$ cat src/fragment_reassembly_tracker_defines.svh
// Assertion macros for the fragment reassembly tracker
`ifndef FRAGMENT_REASSEMBLY_TRACKER_DEFINES_SVH
`define FRAGMENT_REASSEMBLY_TRACKER_DEFINES_SVH
`ifndef SYNTHESIS
`define FRT_ASSERT_IMP(label, clk, rst_n, ante, cons) \
  label: assert property (@(posedge clk) disable iff (!rst_n) (ante) |-> (cons)) \
    else $error("assertion failed");
`define FRT_ASSERT_NEXT(label, clk, rst_n, ante, cons) \
  label: assert property (@(posedge clk) disable iff (!rst_n) (ante) |=> (cons)) \
    else $error("assertion failed");
`else
`define FRT_ASSERT_IMP(label, clk, rst_n, ante, cons)
`define FRT_ASSERT_NEXT(label, clk, rst_n, ante, cons)
`endif
`endif

$ cat src/frt_pkg.sv
`default_nettype none
package frt_pkg;
  localparam int TableEntries = 16;
  localparam int MaxPieces    = 32;
  localparam int MaxPayload   = 2047;
  localparam int EntW  = $clog2(TableEntries);
  localparam int PcW   = $clog2(MaxPieces);
  localparam int ExpW  = $clog2(MaxPieces + 1);
  localparam int PlW   = TableEntries * MaxPieces;
  localparam int PaW   = $clog2(PlW);
  localparam int QDepth = 2;

  typedef enum logic [1:0] {
    REQ_FRAG  = 2'd0,
    REQ_TICK  = 2'd1,
    REQ_SWEEP = 2'd2,
    REQ_NONE  = 2'd3
  } req_t;

  typedef enum logic [2:0] {
    ST_PENDING  = 3'd0,
    ST_COMPLETE = 3'd1,
    ST_FULL     = 3'd2,
    ST_RANGE    = 3'd3,
    ST_TICK     = 3'd4,
    ST_SWEEP    = 3'd5
  } status_t;

  // classified command from front to back
  typedef struct packed {
    req_t         kind;
    logic         bad_num;
    logic [31:0]  host;
    logic [7:0]   msg;
    logic [PcW-1:0] num;
    logic         first;
    logic [10:0]  len;
  } cmd_t;

  typedef struct packed {
    status_t     status;
    logic [31:0] host;
    logic [7:0]  msg;
    logic [15:0] total;
    logic [5:0]  count;
    logic [4:0]  removed;
  } res_t;
endpackage
`default_nettype wire

$ cat src/frt_front.sv
`default_nettype none
module frt_front (
  input  wire logic            clk,
  input  wire logic            rst_n,
  input  wire logic            in_valid,
  output      logic            in_stall,
  input  wire logic [1:0]      in_req_type,
  input  wire logic [31:0]     in_host_id,
  input  wire logic [7:0]      in_message_id,
  input  wire logic [15:0]     in_fragment_number,
  input  wire logic            in_first_flag,
  input  wire logic [10:0]     in_payload_length,
  output      frt_pkg::cmd_t   q_cmd,
  output      logic            q_valid,
  input  wire logic            q_pop
);
  import frt_pkg::*;

  localparam int QAW = $clog2(QDepth);

  cmd_t           q_r [QDepth];
  logic [QAW-1:0] rd_r, rd_nxt, wr_r, wr_nxt;
  logic [QAW:0]   cnt_r, cnt_nxt;
  cmd_t           c;
  logic           push;

  // classify: range check and payload clamp
  always_comb begin
    c.kind    = req_t'(in_req_type);
    c.bad_num = (in_fragment_number >= 16'(MaxPieces));
    c.host    = in_host_id;
    c.msg     = in_message_id;
    c.num     = in_fragment_number[PcW-1:0];
    c.first   = in_first_flag;
    c.len     = (in_payload_length > 11'(MaxPayload)) ? 11'(MaxPayload)
                                                      : in_payload_length;
  end

  assign in_stall = (cnt_r == (QAW+1)'(QDepth));
  assign push     = in_valid && !in_stall;
  assign q_valid  = (cnt_r != '0);
  assign q_cmd    = q_r[rd_r];

  always_comb begin
    rd_nxt  = q_pop ? rd_r + 1'b1 : rd_r;
    wr_nxt  = push ? wr_r + 1'b1 : wr_r;
    cnt_nxt = cnt_r + (QAW+1)'(push) - (QAW+1)'(q_pop);
  end

  always_ff @(posedge clk) begin
    if (!rst_n) begin
      rd_r <= '0; wr_r <= '0; cnt_r <= '0;
    end else begin
      rd_r <= rd_nxt; wr_r <= wr_nxt; cnt_r <= cnt_nxt;
    end
  end

  // queue payload
  always_ff @(posedge clk) begin
    if (push) q_r[wr_r] <= c;
  end
endmodule
`default_nettype wire

$ cat config.mk
export PLATFORM = sky130hd
export DESIGN_NAME = frt_front
export DESIGN_NICKNAME = d
export VERILOG_FILES = /design/src/fragment_reassembly_tracker_defines.svh /design/src/frt_pkg.sv /design/src/frt_front.sv
export SDC_FILE = /design/constraint.sdc
export NUM_CORES = 1
export LEC_CHECK = 0
export BUFFER_PORTS_ARGS = -buffer_cell sky130_fd_sc_hd__buf_2
export CORE_MARGIN = 8
export CORE_UTILIZATION = 40
export DETAILED_ROUTE_END_ITERATION = 10
export GPL_TIMING_DRIVEN = 0
export SLEW_MARGIN = 20
export SYNTH_ARGS = -nofsm -noshare
export SYNTH_HDL_FRONTEND = slang
export SYNTH_SLANG_ARGS = --single-unit
$ cat constraint.sdc
create_clock -name clk -period 9.9 [get_ports clk]
set_input_delay 0.495 -clock clk [delete_from_list [all_inputs] [get_ports clk]]
set_output_delay 0.495 -clock clk [all_outputs]
set_load 0.03 [all_outputs]
; Word level (Yosys, flattened, before mapping)
; Memories as Yosys holds them, arrays and structs flattened. A register that Yosys moved wholly into a read port is not among the register bits.
; Cells that the tools add are included.
; W data, S select, Z words.
[classes]
n_addsub = 4
n_lt_le_gt_ge = 2
eq_ne = 1
mux = 5
n_reduce_logical = 3
[op_table]
columns = operator, n
row1 = $ge A16 B6 Y1 const B, 1
row2 = $gt A11 B11 Y1 const B, 1
row3 = $mux W11, 1
row4 = $mux W1, 4
row5 = $add A1 B1 Y1 const B, 2
row6 = $add A2 B1 Y2, 1
row7 = $eq A2 B2 Y1 const B, 1
row8 = $reduce_bool A2 Y1, 1
row9 = $sub A2 B1 Y2, 1
row10 = $logic_and A1 B1 Y1, 1
row11 = $logic_not A1 Y1, 1
[word_totals]
reg_bits = 4
ram_bits = 120
inputBits = 74
output_inout_bits = 62
word_cells = 19
n_memories = 1
[mem_list]
columns = memory, words, width, rd, rd_clocked_by_memory_dff, wr, line_no
row1 = q_r, 2, 60, 1, 1, 1, frt_front.sv:21  ; cmd_t q_r [QDepth];

; Logic depth before layout (Yosys ltp)
; Gate-level depths: netlist (run 1).
[logic_depth]
ltp_word = 5
mapped_depth = 8
ltp_nobuf = 8

; Worst setup path after synthesis (run 1)
; OpenSTA, ideal clock, no wires.
[synth_path]
path_kind = input -> register
from = input port in_valid
to = memory q_r[0][0] (netlist name), enable pin
setup_time_ns = 0.478
t_arrival_ns = 3.099
path_slack_ns = 6.323
path_stages = 2
cell_sequence = nand2_1 > nor2_1
[synth_between]
elab_chain_len = 3
[synth_rtl]
columns = element, line_no
row1 = "start, declared", frt_front.sv:5  ; input wire logic in_valid,
row2 = $logic_and A1 B1 Y1, frt_front.sv:40  ; assign push = in_valid && !in_stall;
row3 = $mux W1, frt_front.sv:60  ; if (push) q_r[wr_r] <= c;
row4 = $mux W1 (not written as such), frt_front.sv:60
row5 = "end, declared", frt_front.sv:21
; No other way between the ends.

==> out/results.tsv, run 1 <==
stage	metric	value	unit
outcome	status	completed	
sta	final_hold_viol_count	0	
placed_design	gp_congestion	0.693	
sta	relSlewSlack	0.657	
routing	drtPass1Iterations	4	
min_path	min_path_cells	1	
global_routing	track_usage	0.116	
cells_and_area	fin_area	0.00643	mm²
synthesis	yosysWarnings	0	
sta	worst_pin_slew	514	ps
worst_setup_path	crit_buf_inv	3	
clock_network	cts_resized	0	
worst_setup_path	cp-end-kind	output port	
cells_and_area	seq_area	0.00370	mm²
cells_and_area	drive_above_1_share	0.584	
worst_setup_path	cp_slowest_stage_delay	320	ps
cells_and_area	area_growth	30.6	%
placed_design	placed_area	0.00581	mm²
global_routing	grt_start_max_net_pins	34	
worst_setup_path	worstPathCellList	buf_6 > buf_12 > mux2_4 > buf_2	
worst_setup_path	slowest_stage	dfxtp_1	
synthesis	synth-seq-cells	125	
worst_setup_path	r2r_cells	4	
clock_network	cts_buffers	17	
floorplanning	fp.dieH	127	µm
clock_network	clockBufferDepth	2	
global_routing	overflow	0	
worst_setup_path	reg2reg_from	cnt_r[0]	
clock_network	clk_latency	400	ps
sta	rsz0062_at_grt	false	
clock_network	cts_root_buffer	clkbuf_16	
pwr	peakVddDrop	0.000135	V
sta	finalCritPeriodShare	0.208	
synthesis	synth_top_cell_area_share	0.731	
synthesis	synthesis.nets	304	
min_path	hold_path_class	in -> reg	
floorplanning	initial_core_util	0.410	
routing	drc_errors	0	
pwr	p_per_area	248	mW/mm²
sta	period_minus_slack	2060	ps
clock_network	cts_sinks	125	
min_path	hold-path-endpoint	q_r[0][28]	
synthesis	synthesis.area	0.00493	mm²
routing	wl	9.20	mm
worst_setup_path	path_delay_family	buffers and inverters	
clock_network	htree_levels	4	
global_routing	antenna_found_initial	0	
routing	drt_iter0_markers	134	
clock_network	ctsHoldBuffers	0	
synthesis	yosys-top-cells-area	edfxtp_1, mux2_4, buf_12	
cells_and_area	layout_commonest_cell	buf_2	
floorplanning	rows	40	
floorplanning	core_area	0.0120	mm²
sta	max_freq	486	MHz
global_routing	grt_pass1_vias	2784	
cells_and_area	fillers	982	
sta	skew	4.69	ps
cells_and_area	multi_input_area	0.00105	mm²
routing	routedWlPerCell	17.2	µm
clock_network	clkTransAtPathRegs	50	ps
synthesis	syn-mean-instance-area	21.6	µm²
placed_design	hpwlAfterDp	6.30	mm
cells_and_area	diodes	0	
global_routing	grt_pass1_wl	14.2	mm
sta	setup_viol	0	
sta	tns	0	ps
pwr	leakagePower	2.58	nW
synthesis	synth.distinct_cells	20	
worst_setup_path	arrival	1560	ps
worst_setup_path	reg2reg_to	q_r[0][19]	
routing	vias_per_cell	4.65	
synthesis	ys_seq_area_frac	0.751	
synthesis	yosysTopAreaCell	edfxtp_1	
synthesis	synthCells	228	
clock_network	cts_tree	yes	
worst_setup_path	startpoint_type	flip-flop	
min_path	hp-start	in_host_id[3]	
floorplanning	die_area	0.0161	mm²
floorplanning	chipWidth	127	µm
worst_setup_path	critPathRequiredTime	9410	ps
clock_network	post_cts_buffers	0	
floorplanning	io_pins	136	
sta	slew_viol_final	0	
worst_setup_path	worstPathMaxFanout	10	
worst_setup_path	rrSetupSlack	8230	ps
flow_run	max_cap_violations	0	
worst_setup_path	crit_type	reg -> out	
cells_and_area	fin_nets	450	
routing	ant_nets	0	
placed_design	numPortBuffers	124	
cells_and_area	final_cell_mix	buf_2, edfxtp_1, mux2_4	
routing	vias	2485	
-- per-layer routing --
layer	part of all wire	GRT usage	wire length, µm
met4	0.019	0.0651	175
met1	0.44	0.133	4020
met2	0.46	0.179	4240
met3	0.082	0.0528	755
met5	0	0	0
-- metrics by stage --
stage	power, W	std cells	hold slack (ps)	utilization	setup slack, ps
4_1_cts	0.00162	534	251	0.536	7800
3_5_place_dp	0.000957	502	504	0.483	8120
6_report	0.00159	534	279	0.536	7840
2_1_floorplan	0.000872	228	455	-	6320
5_1_grt	0.00166	534	254	0.536	7770
3_3_place_gp	0.000948	499	464	0.477	4550
-- where the power goes --
group / leakage, nW / internal, W / switching (W)
registers: 1.16 / 0.000644 / 0.0000137
clock network: 0.300 / 0.000443 / 0.000212
logic: 1.12 / 0.000115 / 0.000167
-- cell families (layout without fill, tap and decap cells) --
group,after synthesis,after routing,share of synthesized area
buffers and inverters,21,180,0.0373
flip-flops,125,125,0.751
adder cells (fa/ha/maj),2,2,0.00508
multiplexers,61,61,0.185
XOR/XNOR,2,2,0.00355
AND/OR/NAND/NOR,17,17,0.0178
-- worst max path at each step --
stage / slack, ps / endpoint / cells after the start / startpoint
after floorplan: 6320 / q_r[0][0] / 2 / in_valid
after global placement: 4550 / q_r[0][15] / 3 / in_valid
after detailed placement: 8120 / q_r[0][18] / 4 / in_valid
after CTS: 7800 / q_cmd[29] / 4 / flip-flop
after global routing: 7770 / q_cmd[9] / 4 / flip-flop
final: 7840 / q_cmd[4] / 4 / flip-flop
-- cells in the mapped netlist, drive strengths merged --
cell type,number
edfxtp,120
mux2,60
clkbuf,11
buf,7
dfxtp,5
nor2,4
inv,3
and2,2
ha,2
nand2,2
nand2b,2
nor3,2
nor4,2
and3,1
mux2i,1
nand3,1
or2,1
xnor2,1
xor2,1
-- worst reg2reg max path: cells and delay by family, from the launching register on --
family	cells	cell delay [ps]
buffers and inverters	1	260
DFF	1	330
and+or+nand+nor	3	770
-- cell type report --
class	count	area share
Timing Repair Buffer	127	0.106
Buffer	18	0.0268
Clock inverter	13	0.0305
Multi-Input combinational cell	82	0.164
Tap cell	147	0.0286
Sequential cell	125	0.576
Inverter	3	0.00175
Clock buffer	19	0.0673
-- flip-flops by register name, summed over array words and instances, names as in the netlist, named ones only --
signal	flops
cnt_r	2
wr_r	1
q_r	120
rd_r	1
(Power assumes the default switching activity.)
==> run 2, diff against run 1 <==
==> constraint.sdc (replaced) <==
create_clock -name clk -period 2 [get_ports clk]
set_input_delay 0.1 -clock clk [delete_from_list [all_inputs] [get_ports clk]]
set_output_delay 0.1 -clock clk [all_outputs]
set_load 0.03 [all_outputs]
==> out/results.tsv, run 2 (synthesis results as in run 1) <==
stage	metric	value	unit	change
sta	relSlewSlack	0.672		was 0.657
cells_and_area	final_util	0.586		was 0.536
placed_design	gp_congestion	0.654		was 0.693
sta	rsz0062_at_grt	false		unchanged
floorplanning	die_area	0.0161	mm²	unchanged
floorplanning	chipWidth	127	µm	unchanged
sta	finalCritPeriodShare	0.895		
cells_and_area	largest_reg_flops	120		unchanged
worst_setup_path	path_delay_family	simple AND/OR/NAND/NOR gates		was buffers and inverters
worst_setup_path	critPathRequiredTime	2110	ps	was 9410 ps
worst_setup_path	crit_buf_inv	2		was 3
cells_and_area	seq_area	0.00370	mm²	unchanged
floorplanning	initial_core_util	0.410		unchanged
sta	setup_viol	0		unchanged
global_routing	grt_start_max_net_pins	32		was 34
worst_setup_path	r2r_cells	5		was 4
global_routing	grt.busiest_layer	met2		unchanged
min_path	hp-start	in_valid		was in_host_id[3]
sta	skew	3.54	ps	was 4.69 ps
floorplanning	rows	40		unchanged
floorplanning	fp.dieH	127	µm	unchanged
min_path	hold_path_class	in -> reg		unchanged
worst_setup_path	cp-end-kind	flip-flop		was output port
clock_network	cts_resized	0		unchanged
min_path	hold-path-endpoint	wr_r		was q_r[0][28]
floorplanning	core_area	0.0120	mm²	unchanged
worst_setup_path	crit_top_cell	buf_16		
sta	final_hold_viol_count	0		unchanged
worst_setup_path	rrSetupSlack	210	ps	was 8230 ps
cells_and_area	largestRegisters	q_r (120), cnt_r (2)		unchanged
pwr	leakagePower	2.82	nW	was 2.58 nW
pwr	swShare	0.258		was 0.246
global_routing	antenna_found_initial	0		unchanged
clock_network	cts_sinks	125		unchanged
cells_and_area	regMostFlops	q_r		unchanged
cells_and_area	final_cell_mix	buf_2, edfxtp_1, dlygate4sd3_1		was buf_2, edfxtp_1, mux2_4
placed_design	hpwlAfterDp	6.42	mm	was 6.30 mm
flow_run	max_cap_violations	0		unchanged
sta	tns	0	ps	unchanged
cells_and_area	multi_input_area	0.00105	mm²	unchanged
routing	wl	9.77	mm	was 9.20 mm
min_path	min_path_cells	3		was 1
outcome	status	completed		unchanged
routing	ant_nets	0		unchanged
cells_and_area	layout_commonest_cell	buf_2		unchanged
routing	routedWlPerCell	16.3	µm	was 17.2 µm
clock_network	clk_latency	400	ps	about the same
worst_setup_path	crit_type	reg -> reg		was reg -> out
cells_and_area	fin_nets	514		was 450
placed_design	numPortBuffers	124		unchanged
pwr	pwr-share-seq	0.427		was 0.413
cells_and_area	fillers	919		was 982
clock_network	cts_buffers	17		unchanged
cells_and_area	area_growth	42.7	%	was 30.6%
sta	slew_viol_final	0		unchanged
sta	period_minus_slack	1790	ps	
worst_setup_path	worstPathMaxFanout	18		was 10
global_routing	grt_pass1_vias	3042		was 2784
global_routing	use_met3	0.0607		was 0.0528
routing	drt_iter0_markers	116		was 134
clock_network	htree_levels	4		unchanged
sta	max_freq	558	MHz	
pwr	p_per_area	1080	mW/mm²	was 248 mW/mm²
worst_setup_path	slowest_stage	nor2_4		was dfxtp_1
cells_and_area	drive_above_1_share	0.501		was 0.584
routing	drc_errors	0		unchanged
pwr	internal-power	0.00567	W	was 0.00120 W
global_routing	track_usage	0.126		was 0.116
pwr	clkPwrFrac	0.372		was 0.411
clock_network	post_cts_buffers	0		unchanged
global_routing	overflow	0		unchanged
sta	hold_slack	108	ps	was 279 ps
worst_setup_path	reg2reg_from	cnt_r[0]		unchanged
routing	vias_per_cell	4.53		was 4.65
sta	worst_pin_slew	491	ps	was 514 ps
pwr	power_frac_comb	0.202		was 0.177
clock_network	clockBufferDepth	2		unchanged
worst_setup_path	cp_slowest_stage_delay	420	ps	was 320 ps
pwr	peakVddDrop	0.000698	V	was 0.000135 V
worst_setup_path	worstPathCellList	nand2b_1 > nand2_1 > nor2_4 > buf_16 > buf_16		was buf_6 > buf_12 > mux2_4 > buf_2
clock_network	clkTransAtPathRegs	50	ps	about the same
global_routing	met2_usage	0.200		was 0.179
cells_and_area	diodes	0		unchanged
worst_setup_path	startpoint_type	flip-flop		unchanged
clock_network	cts_root_buffer	clkbuf_16		unchanged
worst_setup_path	arrival	1900	ps	was 1560 ps
routing	vias	2706		was 2485
worst_setup_path	reg2reg_to	q_r[0][18]		was q_r[0][19]
global_routing	use_met1	0.138		was 0.133
floorplanning	io_pins	136		unchanged
routing	drtPass1Iterations	4		unchanged
global_routing	grt_pass1_wl	15.4	mm	was 14.2 mm
pwr	p_sw	0.00197	W	was 0.000392 W
clock_network	cts_tree	yes		unchanged
-- run 2: cell count changes in the layout (fill, tap and decap cells not counted), moves of 2 or more --
cell	delta
clkbuf_1	-2
buf_12	-2
dlygate4sd3_1	+63
bufinv_16	-3
clkinv_1	+3
buf_16	+3
-- run 2: how the worst max path moves through the flow --
stage,startpoint,endpoint,slack [ps],cells after the start
floorplan,cnt_r[0],q_r[0][0],110,3
global placement,cnt_r[0],q_r[0][48],-550,3
detailed placement,cnt_r[0],q_r[0][16],200,5
CTS,in_fragment_number[11],q_r[1][57],70,6
global route,cnt_r[0],q_r[0][40],100,5
finish,cnt_r[0],q_r[0][18],210,5
-- run 2: cell type report --
class,count,share of cell area
Multi-Input combinational cell,82,0.150
Clock buffer,17,0.0605
Clock inverter,15,0.0185
Timing Repair Buffer,191,0.192
Inverter,3,0.00160
Tap cell,147,0.0261
Sequential cell,125,0.527
Buffer,18,0.0245
-- run 2: power groups by stage --
stage          Clock [W]  Sequential [W]  Combinational [W]
6_report         0.00283         0.00326            0.00154
3_5_place_dp           0         0.00331            0.00147
4_1_cts          0.00292         0.00326            0.00157
5_1_grt          0.00301         0.00328            0.00164
2_1_floorplan          0         0.00330            0.00101
3_3_place_gp           0         0.00331            0.00137
-- run 2: worst min-delay path, cell delays in order --
cell	delay [ps]
buf_2	100
nand2_1	150
mux2i_1	100
-- run 2: per-layer routing --
| layer | up-vias | wire length, µm |
|---|---|---|
| li1 | 1296 | - |
| met2 | 103 | 4600 |
| met5 | - | 0 |
| met1 | 1291 | 4140 |
| met4 | 0 | 205 |
| met3 | 16 | 823 |
-- run 2: metrics by stage --
| stage | instance area, µm² | std cells | setup slack [ps] | power (W) |
|---|---|---|---|---|
| after CTS | 7040 | 599 | 74.8 | 0.00775 |
| after detailed placement | 5850 | 503 | 198 | 0.00478 |
| final | 7030 | 598 | 209 | 0.00763 |
| after floorplan | 4940 | 228 | 111 | 0.00431 |
| after global placement | 5740 | 499 | -551 | 0.00468 |
| after global routing | 7030 | 598 | 97.1 | 0.00793 |
-- run 2: what timing repair did --
action / CTS / global route
hold endpoints to repair: 125 / 0
setup endpoints to repair: 0 / 2
hold buffers: 64 / 0
==> run 3, diff against run 2 <==
--- a/config.mk
+++ b/config.mk
@@ -5,6 +5,7 @@
 export SDC_FILE = /design/constraint.sdc
 export NUM_CORES = 1
 export LEC_CHECK = 0
+export ABC_AREA = 1
 export BUFFER_PORTS_ARGS = -buffer_cell sky130_fd_sc_hd__buf_2
 export CORE_MARGIN = 8
 export CORE_UTILIZATION = 40
==> constraint.sdc (replaced) <==
create_clock -name clk -period 2.1 [get_ports clk]
set_input_delay 0.105 -clock clk [delete_from_list [all_inputs] [get_ports clk]]
set_output_delay 0.105 -clock clk [all_outputs]
set_load 0.03 [all_outputs]
==> out/results.tsv, run 3 <==
stage	metric	value	unit	change
synthesis	synth_ff_type	edfxtp_1		unchanged
routing	vias_per_cell	4.33		was 4.53
cells_and_area	regMostFlops	q_r		unchanged
cells_and_area	final_util	0.597		was 0.586
clock_network	cts_root_buffer	clkbuf_16		unchanged
global_routing	grt_pass1_wl	15.1	mm	was 15.4 mm
worst_setup_path	slowest_stage	dlygate4sd3_1		was nor2_4
floorplanning	initial_core_util	0.410		about the same
clock_network	clk_latency	400	ps	about the same
clock_network	htree_levels	4		unchanged
sta	max_freq	540	MHz	
routing	ant_nets	0		unchanged
pwr	p_per_area	1020	mW/mm²	was 1080 mW/mm²
sta	skew	4.37	ps	was 3.54 ps
cells_and_area	largestRegisters	q_r (120), cnt_r (2)		unchanged
sta	tns	0	ps	unchanged
routing	vias	2761		was 2706
sta	final_hold_viol_count	0		unchanged
synthesis	yosysTopAreaCell	edfxtp_1		unchanged
synthesis	yosysWarnings	0		unchanged
worst_setup_path	cp_slowest_stage_delay	570	ps	was 420 ps
synthesis	synth_edf_count	120		unchanged
sta	setup_viol	0		unchanged
cells_and_area	largest_reg_flops	120		unchanged
synthesis	yosysMostFrequentCell	edfxtp_1		unchanged
floorplanning	core_area	0.0121	mm²	was 0.0120 mm²
sta	relSlewSlack	0.631		was 0.672
routing	drt_iter0_markers	127		was 116
global_routing	antenna_found_initial	0		unchanged
pwr	peakVddDrop	0.000661	V	was 0.000698 V
placed_design	placed_area	0.00592	mm²	was 0.00585 mm²
worst_setup_path	path_delay_family	buffers and inverters		was simple AND/OR/NAND/NOR gates
synthesis	ys_top_cells_by_count	edfxtp_1, mux2_4, nand2_1, nor2_1, clkbuf_1		was edfxtp_1, mux2_4, clkbuf_1
worst_setup_path	arrival	2000	ps	was 1900 ps
synthesis	synth-seq-cells	125		unchanged
cells_and_area	layout_commonest_cell	buf_2		unchanged
synthesis	synthCells	243		was 228
floorplanning	fp.dieH	127	µm	about the same
min_path	hold_path_class	in -> reg		unchanged
placed_design	hpwlAfterDp	6.38	mm	was 6.42 mm
clock_network	cts_resized	0		unchanged
global_routing	overflow	0		unchanged
cells_and_area	area_growth	45.4	%	was 42.7%
cells_and_area	instances_no_fill	637		was 598
placed_design	placed_cells	540		was 503
worst_setup_path	worstPathMaxFanout	2		was 18
outcome	status	completed		unchanged
clock_network	clockBufferDepth	2		unchanged
floorplanning	chipWidth	127	µm	about the same
clock_network	cts_tree	yes		unchanged
synthesis	synthesis.nets	319		was 304
sta	slew_viol_final	0		unchanged
cells_and_area	drive_above_1_share	0.482		was 0.501
sta	period_minus_slack	1850	ps	
worst_setup_path	worstPathCellList	dlygate4sd3_1 > buf_2 > nor2_1 > dlygate4sd3_1 > nand3_1 > dlygate4sd3_1		was nand2b_1 > nand2_1 > nor2_4 > buf_16 > buf_16
synthesis	synth.distinct_cells	12		was 20
floorplanning	rows	40		unchanged
sta	finalCritPeriodShare	0.882		
global_routing	track_usage	0.123		was 0.126
clock_network	cts_sinks	125		unchanged
cells_and_area	diodes	0		unchanged
cells_and_area	final_cell_mix	buf_2, edfxtp_1, dlygate4sd3_1		unchanged
worst_setup_path	startpoint_type	input port		was flip-flop
synthesis	yosys-top-cells-area	edfxtp_1, mux2_4, buf_12		unchanged
synthesis	ys_seq_area_frac	0.748		was 0.751
sta	worst_pin_slew	552	ps	was 491 ps
flow_run	max_cap_violations	0		unchanged
worst_setup_path	crit_buf_inv	4		was 2
synthesis	syn-mean-instance-area	20.4	µm²	was 21.6 µm²
clock_network	clkTransAtPathRegs	50	ps	about the same
routing	drtPass1Iterations	4		unchanged
worst_setup_path	cp-end-kind	flip-flop		unchanged
worst_setup_path	crit_top_cell	dlygate4sd3_1		was buf_16
routing	drc_errors	0		unchanged
routing	wl	9.48	mm	was 9.77 mm
synthesis	synth_top_cell_area_share	0.728		was 0.731
floorplanning	io_pins	136		unchanged
pwr	leakagePower	2.92	nW	was 2.82 nW
worst_setup_path	critPathRequiredTime	2250	ps	was 2110 ps
placed_design	gp_congestion	0.667		was 0.654
clock_network	cts_buffers	17		unchanged
pwr	power	0.00732	W	was 0.00763 W
cells_and_area	fin_area	0.00720	mm²	was 0.00703 mm²
global_routing	grt_pass1_vias	3027		was 3042
cells_and_area	fillers	888		was 919
cells_and_area	fin_nets	532		was 514
floorplanning	die_area	0.0162	mm²	was 0.0161 mm²
placed_design	numPortBuffers	124		unchanged
worst_setup_path	crit_type	in -> reg		was reg -> reg
global_routing	grt_start_max_net_pins	28		was 32
sta	rsz0062_at_grt	false		unchanged
synthesis	synthesis.area	0.00495	mm²	was 0.00493 mm²
routing	routedWlPerCell	14.9	µm	was 16.3 µm
synthesis	async_reset_ff_frac	0		unchanged
==> run 3: worst reg2reg max path, delay by kind of cell (launching register included) <==
kind,cells,cell delay [ps]
flip-flops,1,330
AND/OR/NAND/NOR,3,680
buffers and inverters,3,460
==> run 3: worst paths after layout <==
path | from | to | slack [ps] | cells past startpoint
setup reg to reg | cnt_r[0] | q_r[0][18] | 330 | 6
hold / removal | in_host_id[9] | q_r[1][34] | 420 | 2
hold reg to reg | rd_r | flip-flop | 490 | 2
setup / recovery | in_fragment_number[9] | q_r[1][57] | 250 | 6
==> run 3: per-layer routing <==
| layer | GRT usage | wire (µm) |
|---|---|---|
| met1 | 0.137 | 4040 |
| met2 | 0.199 | 4550 |
| met3 | 0.0582 | 740 |
| met4 | 0.0504 | 151 |
| met5 | 0 | 0 |
==> run 3: per-stage QoR <==
stage	setup slack, ps	hold WS (ps)
finish	248	424
global route	126	411
CTS	278	398
detailed placement	288	297
global placement	-394	294
floorplan	233	198
==> run 3: where the power goes <==
| part | leakage (nW) | internal, W | switching, W |
|---|---|---|---|
| clock network | 0.306 | 0.00208 | 0.000985 |
| logic | 1.45 | 0.000547 | 0.000668 |
| registers | 1.16 | 0.00299 | 0.0000502 |
==> run 3: kinds of logic after synthesis <==
| kind of cell | Yosys count | synth area share |
|---|---|---|
| flip-flops | 125 | 0.748 |
| multiplexers | 60 | 0.182 |
| buffers and inverters | 27 | 0.0417 |
| AND/OR/NAND/NOR | 27 | 0.0212 |
| AO/OA/AOI/OAI | 2 | 0.00202 |
| adder cells (fa/ha/maj) | 2 | 0.00505 |
==> run 3: cell type report <==
cell class,count,area [µm²],share of cell area
Buffer,18,173,0.0240
Clock buffer,18,429,0.0596
Clock inverter,14,198,0.0275
Inverter,9,37.5,0.00521
Multi-Input combinational cell,91,1050,0.146
Sequential cell,125,3700,0.514
Tap cell,168,210,0.0292
Timing Repair Buffer,194,1400,0.195
==> run 3: timing repair <==
| action | 4_1_cts | 5_1_grt |
|---|---|---|
| endpoints found under the hold margin | 125 | 0 |
| endpoints found under the setup margin | 0 | 0 |
| setup buffers | 0 | 0 |
| hold buffers | 65 | 0 |
